`config.mk`:
```
export PLATFORM = sky130hd
export DESIGN_NAME = payload_signature_matcher_top
export DESIGN_NICKNAME = d
export VERILOG_FILES = /design/src/sv/psm_pkg.sv /design/src/sv/psm_scan.sv /design/src/sv/payload_signature_matcher_top.sv
export SDC_FILE = /design/constraint.sdc
export NUM_CORES = 1
export LEC_CHECK = 0
export BUFFER_PORTS_ARGS = -buffer_cell sky130_fd_sc_hd__buf_2
export CAP_MARGIN = 20
export CELL_PAD_IN_SITES_DETAIL_PLACEMENT = 0
export CELL_PAD_IN_SITES_GLOBAL_PLACEMENT = 1
export CORE_UTILIZATION = 58
export DETAILED_ROUTE_END_ITERATION = 16
export PLACE_DENSITY_LB_ADDON = 0.15
export SETUP_SLACK_MARGIN = 0.1
export SKIP_LAST_GASP = 1
export SYNTH_ARGS = -nofsm -noshare
export SYNTH_HDL_FRONTEND = slang
export SYNTH_SLANG_ARGS = --single-unit
```
`constraint.sdc`:
```
create_clock -name clk -period 16.4 [get_ports clk]
set_input_delay 3.28 -clock clk [delete_from_list [all_inputs] [get_ports clk]]
set_output_delay 3.28 -clock clk [all_outputs]
set_load 0.05 [all_outputs]
```
`src/sv/psm_pkg.sv`:
```
// Package for the payload signature matcher: request types, signature tables, pattern codes.
`timescale 1ns / 1ps
package psm_pkg;

  // Signature lengths and byte counter limits
  localparam int unsigned HsLen    = 6;
  localparam int unsigned HdrLen   = 7;
  localparam int unsigned SigLen   = 22;
  localparam logic [4:0]  CountMax = 5'd23;

  // Verdict codes
  localparam logic [1:0] PAT_NONE      = 2'd0;
  localparam logic [1:0] PAT_HANDSHAKE = 2'd1;
  localparam logic [1:0] PAT_HEADER    = 2'd2;
  localparam logic [1:0] PAT_STRING    = 2'd3;

  // Six-byte handshake
  localparam logic [7:0] HS_SIG [HsLen] = '{8'h7F, 8'h7F, 8'h49, 8'h43, 8'h41, 8'h00};

  // Seven-byte header prefix
  localparam logic [7:0] HDR_SIG [HdrLen] = '{8'h1A, 8'h43, 8'h47, 8'h50, 8'h2F, 8'h30,
                                              8'h31};

  // Embedded proxy-service string, first byte oldest
  localparam logic [7:0] STR_SIG [SigLen] = '{
    8'h43, 8'h69, 8'h74, 8'h72, 8'h69, 8'h78, 8'h2E, 8'h54, 8'h63, 8'h70, 8'h50,
    8'h72, 8'h6F, 8'h78, 8'h79, 8'h53, 8'h65, 8'h72, 8'h76, 8'h69, 8'h63, 8'h65
  };

  // Input request
  typedef struct packed {
    logic [7:0] payload_byte;
    logic       last_of_packet;
    logic       empty_packet;
  } psm_in_t;

  // Result request
  typedef struct packed {
    logic       is_match;
    logic [1:0] which_pattern;
  } psm_out_t;

  // One scan step handed to the scanner
  typedef struct packed {
    logic       fire;
    logic [7:0] data;
    logic       last;
    logic       empty;
  } psm_step_t;

  // Scanner response for the current step
  typedef struct packed {
    logic       produce;
    logic       is_match;
    logic [1:0] which;
  } psm_res_t;

endpackage

```
`src/sv/psm_scan.sv`:
```
// Per-packet scan state and verdict logic for the payload signature matcher.
`timescale 1ns / 1ps
module psm_scan (
  input  logic               clk,
  input  logic               rst_n,
  input  psm_pkg::psm_step_t step,
  output psm_pkg::psm_res_t  res
);
  import psm_pkg::*;

  logic [4:0] count_r, count_nxt;
  logic       hs_ok_r, hs_ok_nxt;
  logic       hdr_ok_r, hdr_ok_nxt;
  logic       found_r, found_nxt;
  logic       zero_r, zero_nxt;
  logic [7:0] win_r [SigLen];
  logic       win_hit;
  logic       clear;

  // Window compare: last 21 stored bytes plus the incoming one
  always_comb begin
    win_hit = (step.data == STR_SIG[SigLen-1]);
    for (int i = 0; i < SigLen - 1; i++) begin
      win_hit = win_hit && (win_r[i+1] == STR_SIG[i]);
    end
  end

  // Next state and verdict for this byte
  always_comb begin
    hs_ok_nxt  = hs_ok_r;
    hdr_ok_nxt = hdr_ok_r;
    if (count_r < 5'(HsLen) && step.data != HS_SIG[count_r[2:0]]) begin
      hs_ok_nxt = 1'b0;
    end
    if (count_r < 5'(HdrLen) && step.data != HDR_SIG[count_r[2:0]]) begin
      hdr_ok_nxt = 1'b0;
    end
    zero_nxt  = zero_r || (step.data == 8'h00);
    found_nxt = found_r || (!zero_nxt && count_r >= 5'(SigLen - 1) && win_hit);
    count_nxt = (count_r < CountMax) ? count_r + 5'd1 : count_r;

    res.produce  = step.fire && (step.last || step.empty);
    res.which    = PAT_NONE;
    if (!step.empty) begin
      priority if (count_nxt == 5'(HsLen) && hs_ok_nxt) begin
        res.which = PAT_HANDSHAKE;
      end else if (count_nxt == CountMax && hdr_ok_nxt) begin
        res.which = PAT_HEADER;
      end else if (count_nxt == CountMax && found_nxt) begin
        res.which = PAT_STRING;
      end else begin
        res.which = PAT_NONE;
      end
    end
    res.is_match = (res.which != PAT_NONE);
    clear        = step.last || step.empty;
  end

  // Control state: counter and flags
  always_ff @(posedge clk) begin
    if (!rst_n) begin
      count_r  <= '0;
      hs_ok_r  <= 1'b1;
      hdr_ok_r <= 1'b1;
      found_r  <= 1'b0;
      zero_r   <= 1'b0;
    end else if (step.fire) begin
      if (clear) begin
        count_r  <= '0;
        hs_ok_r  <= 1'b1;
        hdr_ok_r <= 1'b1;
        found_r  <= 1'b0;
        zero_r   <= 1'b0;
      end else begin
        count_r  <= count_nxt;
        hs_ok_r  <= hs_ok_nxt;
        hdr_ok_r <= hdr_ok_nxt;
        found_r  <= found_nxt;
        zero_r   <= zero_nxt;
      end
    end
  end

  // Byte history; only read once 21 bytes of this packet are in it
  always_ff @(posedge clk) begin
    if (step.fire && !step.empty) begin
      for (int i = 0; i < SigLen - 1; i++) begin
        win_r[i] <= win_r[i+1];
      end
      win_r[SigLen-1] <= step.data;
    end
  end

  // A match never comes from an empty packet
  a_empty_nomatch: assert property (@(posedge clk) disable iff (!rst_n)
    (step.fire && step.empty) |-> !res.is_match)
    else $error("empty packet reported a match");

  // Counter never passes its saturation value
  a_count_sat: assert property (@(posedge clk) disable iff (!rst_n)
    count_r <= CountMax)
    else $error("byte counter beyond saturation");

  // After a packet end the scan state is back to its initial values
  a_clear: assert property (@(posedge clk) disable iff (!rst_n)
    (step.fire && clear) |=> (count_r == 5'd0 && hs_ok_r && hdr_ok_r && !found_r && !zero_r))
    else $error("scan state not cleared after packet end");

endmodule

```
`src/sv/payload_signature_matcher_top.sv`:
```
// Top level of the payload signature matcher: input register, scanner, result register.
//
//  channel | direction | payload              | handshake
//  in_     | input     | psm_in_t (10 bits)   | in_valid / in_ready
//  out_    | output    | psm_out_t (3 bits)   | out_valid / out_ready
//
// One byte per cycle sustained while the result register does not stall; a verdict
// passes from the last byte's accepted request through the input register, then the
// scanner logic, into the result register; the per-byte scanner update sets the rate.
// rst_n is synchronous, active low, and clears all control state; no clearing pass.
// A stalled result holds the input register only while that register has work waiting.
`timescale 1ns / 1ps
module payload_signature_matcher_top (
  input  logic              clk,
  input  logic              rst_n,
  input  logic              in_valid,
  output logic              in_ready,
  input  psm_pkg::psm_in_t  in_data,
  output logic              out_valid,
  input  logic              out_ready,
  output psm_pkg::psm_out_t out_data
);
  import psm_pkg::*;

  logic      in_valid_r;
  psm_in_t   in_data_r;
  logic      out_valid_r;
  psm_out_t  out_data_r;
  logic      stall;
  logic      adv;
  psm_step_t step;
  psm_res_t  res;

  // Stall only when the result register is full and not being taken
  assign stall    = out_valid_r && !out_ready;
  assign adv      = in_valid_r && !stall;
  assign in_ready = !in_valid_r || !stall;

  // Input register
  always_ff @(posedge clk) begin
    if (!rst_n) begin
      in_valid_r <= 1'b0;
    end else if (in_ready) begin
      in_valid_r <= in_valid;
    end
  end

  always_ff @(posedge clk) begin
    if (in_valid && in_ready) begin
      in_data_r <= in_data;
    end
  end

  assign step.fire  = adv;
  assign step.data  = in_data_r.payload_byte;
  assign step.last  = in_data_r.last_of_packet;
  assign step.empty = in_data_r.empty_packet;

  psm_scan u_scan (
    .clk   (clk),
    .rst_n (rst_n),
    .step  (step),
    .res   (res)
  );

  // Result register
  always_ff @(posedge clk) begin
    if (!rst_n) begin
      out_valid_r <= 1'b0;
    end else if (!stall) begin
      out_valid_r <= res.produce;
    end
  end

  always_ff @(posedge clk) begin
    if (!stall && res.produce) begin
      out_data_r.is_match      <= res.is_match;
      out_data_r.which_pattern <= res.which;
    end
  end

  assign out_valid = out_valid_r;
  assign out_data  = out_data_r;

  // Match flag agrees with the pattern code
  a_flag_code: assert property (@(posedge clk) disable iff (!rst_n)
    out_valid_r |-> (out_data_r.is_match == (out_data_r.which_pattern != PAT_NONE)))
    else $error("match flag and pattern code disagree");

  // A new result only follows a step that ends a packet
  a_rose_src: assert property (@(posedge clk) disable iff (!rst_n)
    $rose(out_valid_r) |-> $past(adv && (in_data_r.last_of_packet || in_data_r.empty_packet)))
    else $error("result appeared without a packet end");

  // Empty register always takes a new request
  a_ready: assert property (@(posedge clk) disable iff (!rst_n)
    !in_valid_r |-> in_ready)
    else $error("input stalled while its register is empty");

endmodule
```
==> results of run 1 <==
## layer usage
layer	global-route usage, %	wire length [µm]	vias up
li1	-	-	1616
met1	27.1	5310	1740
met2	30.9	5520	85
met3	6.21	540	13
met4	8.71	183	0
met5	0	0	-
## logic make-up after synthesis
group,synth area share (%)
fa+ha+maj,1.42
mux,0.708
compound gates,4.34
buf+inv,0.850
xor+xnor,0.496
flops,80.0
simple gates,12.1
## flip-flops by register name, indices dropped and copies added (netlist names)
register,flops
u_scan.zero_r,1
out_data,3
u_scan.hdr_ok_r,1
out_valid,1
u_scan.hs_ok_r,1
u_scan.found_r,1
u_scan.win_r,168
in_valid_r,1
in_data_r,10
u_scan.count_r,5
## layout make-up
| type | instances | area share [%] |
|---|---|---|
| timing repair buffer | 20 | 1.33 |
| tap | 143 | 2.27 |
| sequential | 192 | 71.8 |
| multi-input combinational | 176 | 17.2 |
| clock inverter | 14 | 1.49 |
| inverter | 8 | 0.397 |
| clock buffer | 18 | 5.45 |
## worst min-delay path by stage
stage / start / endpoint / slack (ps) / cells past startpoint
floorplan: u_scan.win_r[12][7] / u_scan.win_r[11][7] / 420 / 0
global placement: u_scan.win_r[9][5] / u_scan.win_r[8][5] / 420 / 0
detailed placement: u_scan.win_r[18][0] / u_scan.win_r[17][0] / 430 / 0
CTS: u_scan.win_r[10][6] / u_scan.win_r[9][6] / 440 / 0
global route: u_scan.win_r[18][0] / u_scan.win_r[17][0] / 450 / 0
finish: u_scan.win_r[10][6] / u_scan.win_r[9][6] / 440 / 0
## report_power, final
part           leakage (nW)  switching (mW)  total, mW  internal (mW)
Combinational         0.571          0.0134     0.0200        0.00660
Sequential             1.76         0.00947      0.559          0.550
Clock                 0.251           0.171      0.379          0.208
## layout by cell type (no fill, tap or decap), types with 7 or more instances in the layout
master     netlist  layout
edfxtp_1       181     181
buf_2            2      18
a21oi_1         10      10
ha_1             8       8
nand2_1         10      10
nor4bb_1        12      12
nand4_1         12      12
dfxtp_1         11      11
nor2_1          17      16
clkbuf_16        0      17
nor4b_1          8       8
nand3_1          7       7
## metrics by stage
step                      hold slack [ps]  power [mW]  utilization (%)  worst slack (ps)
final                                 441       0.958             67.5              9270
after global routing                  448       0.986             67.5              9220
after CTS                             439       0.966             67.5              9270
after detailed placement              426       0.590             62.8              9270
after global placement                422       0.589             62.8              9260
after floorplan                       417       0.583                -              5140
## critical path: stages
cell	delay [ps]
buf_2	100
nor2b_1	170
nand2_1	90
buf_2	210
==> impl_results.md, run 1 <==
* H-Tree Depth at 4
* Multi-input gate area in the final layout at 1360 µm²
* Max Root-Sink Buffers at 2
* Synth top cells by count: edfxtp_1 (181), nor2_1 (17), nand4_1 (12), nor4bb_1 (12), dfxtp_1 (11)
* Tmin final at 7130 ps
* RSZ-0062 raised after global routing: false
* Peak VDD IR at 0.0000884 V
* Outcome: finished clean
* R2R cell count at 8
* FF+latch count, synth at 192
* ANT cells at 0
* EDFF count, synth at 181
* Setup_tns at 0 ps
* F_max at 140 MHz
* Avg Inst Size Synth at 18.5 µm²
* Clk pin slew, worst setup/hold paths at 60 ps
* Initial core utilization at between 60% and 70%
* Max FO, Critical Path at 3
* Worst Tran Pin Value at about 1100 ps
* R2r endpoint: out_data[2]
* Final Max Tran Viols at 0
* DP HPWL at 7520 µm
* Syn nets at 403
* Clk_skew at 7.09 ps
* Post-Layout Cell Count at 571
* Hold Vio Cnt, Final at 0
* Area growth syn-to-layout at 11.5%
* Cell Area, Synth at 7070 µm²
* Nature of the critical path startpoint: input pin
* Synth top area cells: edfxtp_1 (77%), dfxtp_1 (3.1%), nor4bb_1 (1.7%)
* Period utilization at between 40% and 50%
* Post-synth top area cell: edfxtp_1
* Cell leakage power at 2.58 nW
* Clock Sinks at 192
* Routed length per placed instance at 20.2 µm
* Clock Latency Late Sink at 430 ps
* Die extent in y at 112 µm
* Ys flop type: edfxtp_1
* Post-Route WL at roughly 12000 µm
* Crit. End Element: primary output
* Post-route cell area at 7880 µm²
* Synth top area share at 76.9%
* FF-to-FF setup slack at 13540 ps
* Post-cts hold buffer count at 0
* FP Rows at 39
* DR vias at around 3500
* Seq/Total Area, Yosys at 80.0%
* Setup Fix Bufs, Post-CTS at 0
* Initial antenna violation count at 0
* Reg area at about 5700 µm²
* Endpoints failing setup at 0
* # IOs at 19
* Yosys warning total at 0
* Worst Setup SP: out_ready
* Largest net degree at the start of global routing at 74
* DIE AREA at roughly 13000 µm²
* DRC viols at 0
* Worst slew margin at roughly 29%
* Gate Count Post-Synth at 381
* Final ANT Viol Nets at 0
* Vias/cell at around 6.0
* Num CTS Buffers at 17
* Placed Instances at 539
* Global-route wire length before repair at 18300 µm
* Grt ovf at 0
* Cell Pwr Density at about 120 nW/µm²
* Post-CTS Resized at 0
* Global Route Usage Sum at 20.2%
* Cell with the most instances after synthesis: edfxtp_1
* CTS tree: done
* Post-DP Area at 7330 µm²
* Synth unique cells at between 60 and 70
* First-pass detailed-route iteration total at 4
* Fillers at 762
* Max cap viols at 0
* Worst EP arrival at 3850 ps
* Root Buffer: clkbuf_16
* Gpl congestion at 0.745
* Critical path endpoint: in_ready
* Worst hold path class: reg2reg
* Path type of the worst setup path: in2out
* Port Buffers at 18
* Asr flop ratio synth at 0%
* Initial drt markers at 285
* Ratio of cells with drive above 1 in the final layout at 16.1%
* Die width at about 110 µm
* Vias in the first global route at 3411
* Core area at 11700 µm²
* WP data required at ~13000 ps
* Layout net count at about 440
* Reg2reg start: u_scan.count_r[0]
Power figures use the tool's default switching activity.
==> run 2, diff against run 1 <==
Settings changed: ABC_AREA set to 1, CORE_UTILIZATION 58 to 46.
Clock period 16.4 ns to 6 ns, I/O delays scaled along.
==> run 2 against run 1 <==
Compared with the run above: largest cell class unchanged; global-route usage shrank 5.4 points; via count grew 13%; cell count rose by 47%; worst hold slack got worse by 1.1 ps; synthesized cell count is 52% higher; combinational power grew to 3.0 times the previous value; clock power increased to 2.8 times the previous value; first-iteration DRC count up 19%.
==> impl_results.md, run 2 <==
* Clk pin slew, worst setup/hold paths at 70 ps (about the same)
* Final ANT Viol Nets at 0 (unchanged)
* Post-Synth Simple-Gate Area at 14.6% (+2.4 points)
* Ratio of cells with drive above 1 in the final layout at 9.21% (-6.9 points)
* Max Root-Sink Buffers at 2 (unchanged)
* Area share of fa/ha/maj cells after synthesis at 1.37% (-0.048 points)
* CP dominant cell by count: buf_2
* Xor/xnor share of the synthesized area at 0.239% (-0.26 points)
* Worst Hold Depth at 0 (unchanged)
* Num CTS Buffers at 17 (unchanged)
* Setup_tns at 0 ps (unchanged)
* Hold Vio Cnt, Final at 0 (unchanged)
* Cell with the most instances after synthesis: edfxtp_1
* WP data required at 4800 ps (-8320 ps)
* Die extent in y at 128 µm (+14%)
* Core area at 15400 µm² (+32%)
* Worst path max stage delay at 270 ps (+60 ps)
* Synth top cells by count: edfxtp_1 (181), nand2_1 (129), nor2_1 (89)
* Setup WS pre-CTS at 3040 ps (-6240 ps)
* H-Tree Depth at 4 (unchanged)
* Worst Tran Pin Value at 871 ps (-195 ps)
* Synth unique cells at 24 (-63%)
* Yosys warning total at 0 (unchanged)
* Root Buffer: clkbuf_16
* Hold endpoint: u_scan.win_r[2][6]
* Cell Area, Synth at 7310 µm² (+3.5%)
* Initial core utilization at 47.6% (-13 points)
* Max FO, Critical Path at 3 (unchanged)
* Endpoints failing setup at 0 (unchanged)
* Grt ovf at 0 (unchanged)
* Hold path start: u_scan.win_r[3][6]
* Syn nets at 603 (+50%)
* F_max at 348 MHz
* Hold_ws at 440 ps (-1.05 ps)
* Initial antenna violation count at 0 (unchanged)
* CP max-delay cell: buf_2
* Reg2reg start: u_scan.count_r[1]
* Post-synth top area cell: edfxtp_1
* Met1 WL at 5190 µm (-2.4%)
* Worst slew margin at 41.9% (+13 points)
* Clock Latency Late Sink at 430 ps (about the same)
* EDFF count, synth at 181 (unchanged)
* DR top layer: met4
* Port Buffers at 18 (unchanged)
* Mux cell area share after synthesis at 0% (-0.71 points)
* Clk_skew at 3.98 ps (-3.11 ps)
* Largest family of logic cells by synthesized area: simple AND/OR/NAND/NOR gates
* Peak VDD IR at 0.000233 V (+160%)
* Outcome: finished clean
* Clock Sinks at 192 (unchanged)
* WP buf/inv at 3 (+1)
* # IOs at 19 (unchanged)
* Max FFs per register at 168 (unchanged)
* Cell Pwr Density at 323 nW/µm² (+170%)
* R2r endpoint: out_data[2]
* First-pass detailed-route iteration total at 4 (unchanged)
* Gpl congestion at 0.802 (+7.6%)
* Cell leakage power at 3.08 nW (+19%)
* Post-DP Area at 7680 µm² (+4.9%)
* Most frequent cells in the layout: edfxtp_1 (181), nand2_1 (129), nor2_1 (88)
* Placed Instances at 809 (+50%)
* CP delay by family, top: buffers and inverters
* Tmin final at 2870 ps
* Die width at 128 µm (+14%)
* Gate Count Post-Synth at 581 (+52%)
* Final setup margin at 3130 ps (-6140 ps)
* Post-Layout Cell Count at 841 (+47%)
* Path type of the worst setup path: in2out
* Compound-gate portion of the synthesized area at 1.90% (-2.4 points)
* Largest net degree at the start of global routing at 169 (+130%)
* Crit. End Element: primary output
* DP HPWL at 7000 µm (-6.9%)
* Met3 wire len at 349 µm (-35%)
* Largest Register: u_scan.win_r
* Vias/cell at 4.63 (-23%)
* Biggest regs: u_scan.win_r (168), in_data_r (10), u_scan.count_r (5)
* Worst hold path class: reg2reg
* Ys flop type: edfxtp_1
* RSZ-0062 raised after global routing: false
* Vias in the first global route at 3708 (+8.7%)
* Core Util, Final at 53.7% (-14 points)
* CTS tree: done
* Global Route Usage Sum at 14.7% (-5.4 points)
* Routed met2 length at 5120 µm (-7.2%)
* Post-Route WL at 10900 µm (-5.8%)
* Worst EP arrival at 1670 ps (-2180 ps)
* Area growth syn-to-layout at 12.8%
* Final Max Tran Viols at 0 (unchanged)
* FF+latch count, synth at 192 (unchanged)
* Synth top area cells: edfxtp_1 (74%), nand2_1 (6.6%), nor2_1 (4.6%)
* Worst path depth at 4 (unchanged)
* Routed length per placed instance at 13.0 µm (-36%)
* ANT cells at 0 (unchanged)
* Post-route cell area at 8250 µm² (+4.8%)
* Period utilization at 47.9%
* DRC viols at 0 (unchanged)
* Post-CTS Resized at 0 (unchanged)
* R2R cell count at 13 (+5)
* DR vias at 3895 (+13%)
* Nature of the critical path startpoint: input pin
* CP cell instances: buf_2, inv_1, nand3_1, buf_2
* Commonest non-fill, non-tap cell in the layout: edfxtp_1
* FP Rows at 45 (+15%)
* Avg Inst Size Synth at 12.6 µm² (-32%)
* Post-cts hold buffer count at 0 (unchanged)
* Seq/Total Area, Yosys at 77.3% (-2.7 points)
* Synth top area share at 74.3% (-2.6 points)
* Layout net count at 639 (+46%)
* Asr flop ratio synth at 0% (unchanged)
* Max cap viols at 0 (unchanged)
* Tot Pwr at 2.66 mW (+180%)
* Initial drt markers at 339 (+19%)
* DIE AREA at 16400 µm² (+30%)
* FF-to-FF setup slack at 3710 ps (-9830 ps)
* Setup Fix Bufs, Post-CTS at 0 (unchanged)
* Global-route wire length before repair at 18000 µm (-1.9%)
-- run 2: changes by cell type after synthesis, sizes merged, moves of 6 or more --
cell	before	now
a21oi	10	18
and4b	8	0
inv	7	87
nand2	10	132
nand3	7	24
nand4	12	5
nor2	17	90
nor2b	7	1
nor3	2	10
nor4	8	0
nor4b	9	0
nor4bb	12	0
-- run 2: worst max-delay path by stage --
| stage | startpoint | end | slack (ps) |
|---|---|---|---|
| CTS | out_ready | in_ready | 3120 |
| global placement | out_ready | u_scan.win_r[18][4] | 3090 |
| detailed placement | out_ready | u_scan.win_r[17][5] | 3040 |
| finish | out_ready | in_ready | 3130 |
| floorplan | out_ready | u_scan.win_r[10][0] | 1470 |
| global route | out_ready | in_ready | 3090 |
-- run 2: metal layers --
layer  global-route usage [%]  vias up
met3                     4.38       19
met2                     22.8       46
met5                        0        -
met1                     18.9     1825
met4                     7.54        0
li1                         -     2005
-- run 2: kinds of logic after synthesis --
family / after synthesis
AOI/OAI and AO/OA: 26
xor gates and xnor gates: 2
adders and majority gates: 8
buffers and inverters: 89
DFF: 192
and+or+nand+nor: 264
-- run 2: cell type report --
type                            instances  area (µm²)
Multi-Input combinational cell        300        1330
Inverter                               87         327
Clock inverter                         15         143
Clock buffer                           17         425
Timing Repair Buffer                   19         110
Sequential cell                       192        5660
Fill cell                            1289        7120
Tap cell                              211         264
-- run 2: power breakdown --
group / total (mW) / leakage [nW] / switching [mW] / internal (mW)
Clock: 1.08 / 0.268 / 0.469 / 0.608
Combinational: 0.0600 / 1.05 / 0.0437 / 0.0163
Sequential: 1.53 / 1.75 / 0.0221 / 1.50
Total: 2.66 / 3.08 / 0.535 / 2.13
==> run 3, diff against run 2 <==
Settings changed: CORE_UTILIZATION 46 to 51.
Clock period 6 ns to 2.9 ns, I/O delays scaled along.
==> run 3 against run 2 <==
Compared with the run above: critical path depth rose by 9; cell count shrank 3.4%; sequential power up 110%; worst hold slack got worse by 110 ps; combinational power up 120%; die area down 9.7%; register-to-register slack got worse by 3000 ps; first-iteration DRC count up 44%; critical endpoint is now out_data[2]; largest cell class unchanged; largest power group unchanged.
==> impl_results.md, run 3 (synthesized netlist as in run 2, its figures left out) <==
* Vias in the first global route at 3866 (+4.3%)
* R2r endpoint: out_data[2]
* Root Buffer: clkbuf_16
* Post-DP Area at 7680 µm² (about the same)
* Worst hold path class: in2reg
* R2R cell count at 13 (unchanged)
* Tmin final at 2190 ps
* Initial core utilization at 52.5% (+4.9 points)
* Hold Vio Cnt, Final at 0 (unchanged)
* Peak VDD IR at 0.000470 V (+100%)
* Most frequent cells in the layout: edfxtp_1 (181), nand2_1 (127), nor2_1 (88)
* Outcome: finished clean
* WP data required at 3080 ps (-1720 ps)
* FF-to-FF setup slack at 710 ps (-3000 ps)
* CTS tree: done
* Vias/cell at 4.84 (+4.5%)
* DRC viols at 0 (unchanged)
* Global Route Usage Sum at 16.7% (+2.0 points)
* Clock Latency Late Sink at 420 ps (about the same)
* Die width at 122 µm (-4.9%)
* # IOs at 19 (unchanged)
* Crit. End Element: flop
* Core area at 13900 µm² (-9.3%)
* Num CTS Buffers at 17 (unchanged)
* Die extent in y at 122 µm (-4.9%)
* Post-CTS Resized at 0 (unchanged)
* Worst Tran Pin Value at 610 ps (-261 ps)
* DR vias at 3930 (+0.90%)
* Clk_skew at 7.48 ps (+3.50 ps)
* First-pass detailed-route iteration total at 5 (+1)
* Area growth syn-to-layout at 13.8%
* Largest Register: u_scan.win_r
* Routed length per placed instance at 13.5 µm (+4.2%)
* Max FO, Critical Path at 11 (+8)
* Grt ovf at 0 (unchanged)
* Period utilization at 75.5%
* Max FFs per register at 168 (unchanged)
* RSZ-0062 raised after global routing: false
* Clk pin slew, worst setup/hold paths at 70 ps (about the same)
* Initial antenna violation count at 0 (unchanged)
* Worst slew margin at 59.0% (+17 points)
* Initial drt markers at 488 (+44%)
* Endpoints failing setup at 0 (unchanged)
* Post-cts hold buffer count at 0 (unchanged)
* Final Max Tran Viols at 0 (unchanged)
* FP Rows at 43 (-4.4%)
* Setup Fix Bufs, Post-CTS at 0 (unchanged)
* Path type of the worst setup path: reg2reg
* Core Util, Final at 59.7% (+6.1 points)
* Worst EP arrival at 2370 ps (+700 ps)
* DIE AREA at 14800 µm² (-9.7%)
* Hold endpoint: in_data_r[1]
* Post-route cell area at 8330 µm² (+0.88%)
* Cell Pwr Density at 693 nW/µm² (+110%)
* Hold path start: in_data[1]
* Global-route wire length before repair at 18500 µm (+3.0%)
* F_max at about 460 MHz
* Port Buffers at 18 (unchanged)
* Clock Sinks at 192 (unchanged)
* Final ANT Viol Nets at 0 (unchanged)
* Layout net count at 641 (+0.31%)
* Max cap viols at 0 (unchanged)
* Post-Route WL at 11000 µm (+0.56%)
* Commonest non-fill, non-tap cell in the layout: edfxtp_1
* Biggest regs: u_scan.win_r (168), in_data_r (10), u_scan.count_r (5)
* Worst Hold Depth at 1 (+1)
* Largest net degree at the start of global routing at 101 (-40%)
* Cell leakage power at 3.13 nW (+1.9%)
* Gpl congestion at 0.832 (+3.8%)
* ANT cells at 0 (unchanged)
* Nature of the critical path startpoint: flop
* Max Root-Sink Buffers at 2 (unchanged)
* H-Tree Depth at 4 (unchanged)
* Ratio of cells with drive above 1 in the final layout at 9.97% (+0.76 points)
* Reg2reg start: u_scan.count_r[1]
* DP HPWL at 7370 µm (+5.3%)
==> run 3: report_power, final <==
group	total (mW)	internal (mW)	switching, mW
clock network	2.48	1.53	0.951
registers	3.16	3.11	0.0468
logic	0.130	0.0365	0.0934
total	5.77	4.68	1.09
==> run 3: metal layers <==
layer,share of wire (%),GRT usage [%]
met4,1.6,7.87
met3,3.5,4.40
met5,0,0
met2,49,25.6
met1,46,22.4
==> run 3: how the worst max path moves through the flow <==
stage,start,to,cells past startpoint
floorplan,out_ready,u_scan.win_r[10][0],5
global placement,u_scan.count_r[1],out_data[2],13
detailed placement,u_scan.count_r[1],out_data[2],13
CTS,u_scan.count_r[1],out_data[2],13
global route,u_scan.count_r[1],out_data[2],13
finish,u_scan.count_r[1],out_data[2],13
==> run 3: worst max-delay path: stages, from the launching register on <==
cell and delay (ps):
dfxtp_1 550, inv_1 180, ha_1 260, or2_2 280
nand2_1 60, nand2_1 50, nor2_1 80, nand3_1 90
nand2_1 100, a21oi_1 70, nand2_1 50, nand2_1 50
nand2_1 70, nand2_1 50
==> run 3: per-stage QoR <==
stage                     cells  TNS [ps]  worst slack [ps]  total power, mW  hold WS, ps
after floorplan             581   -146280              -871             3.30          418
after global placement      780         0               766             3.34          430
after detailed placement    780         0               729             3.35          432
after CTS                   812         0               708             5.84          309
after global routing        812         0               486             5.97          303
final                       812         0               711             5.77          329
==> run 3: final cells by class <==
type,count,area (µm²)
flip-flops and latches,192,5660
fillers,1078,5610
multi-input cells,300,1340
clock buffers,18,429
inverters,87,339
well taps,180,225
clock inverters,14,213
repair buffers,21,125
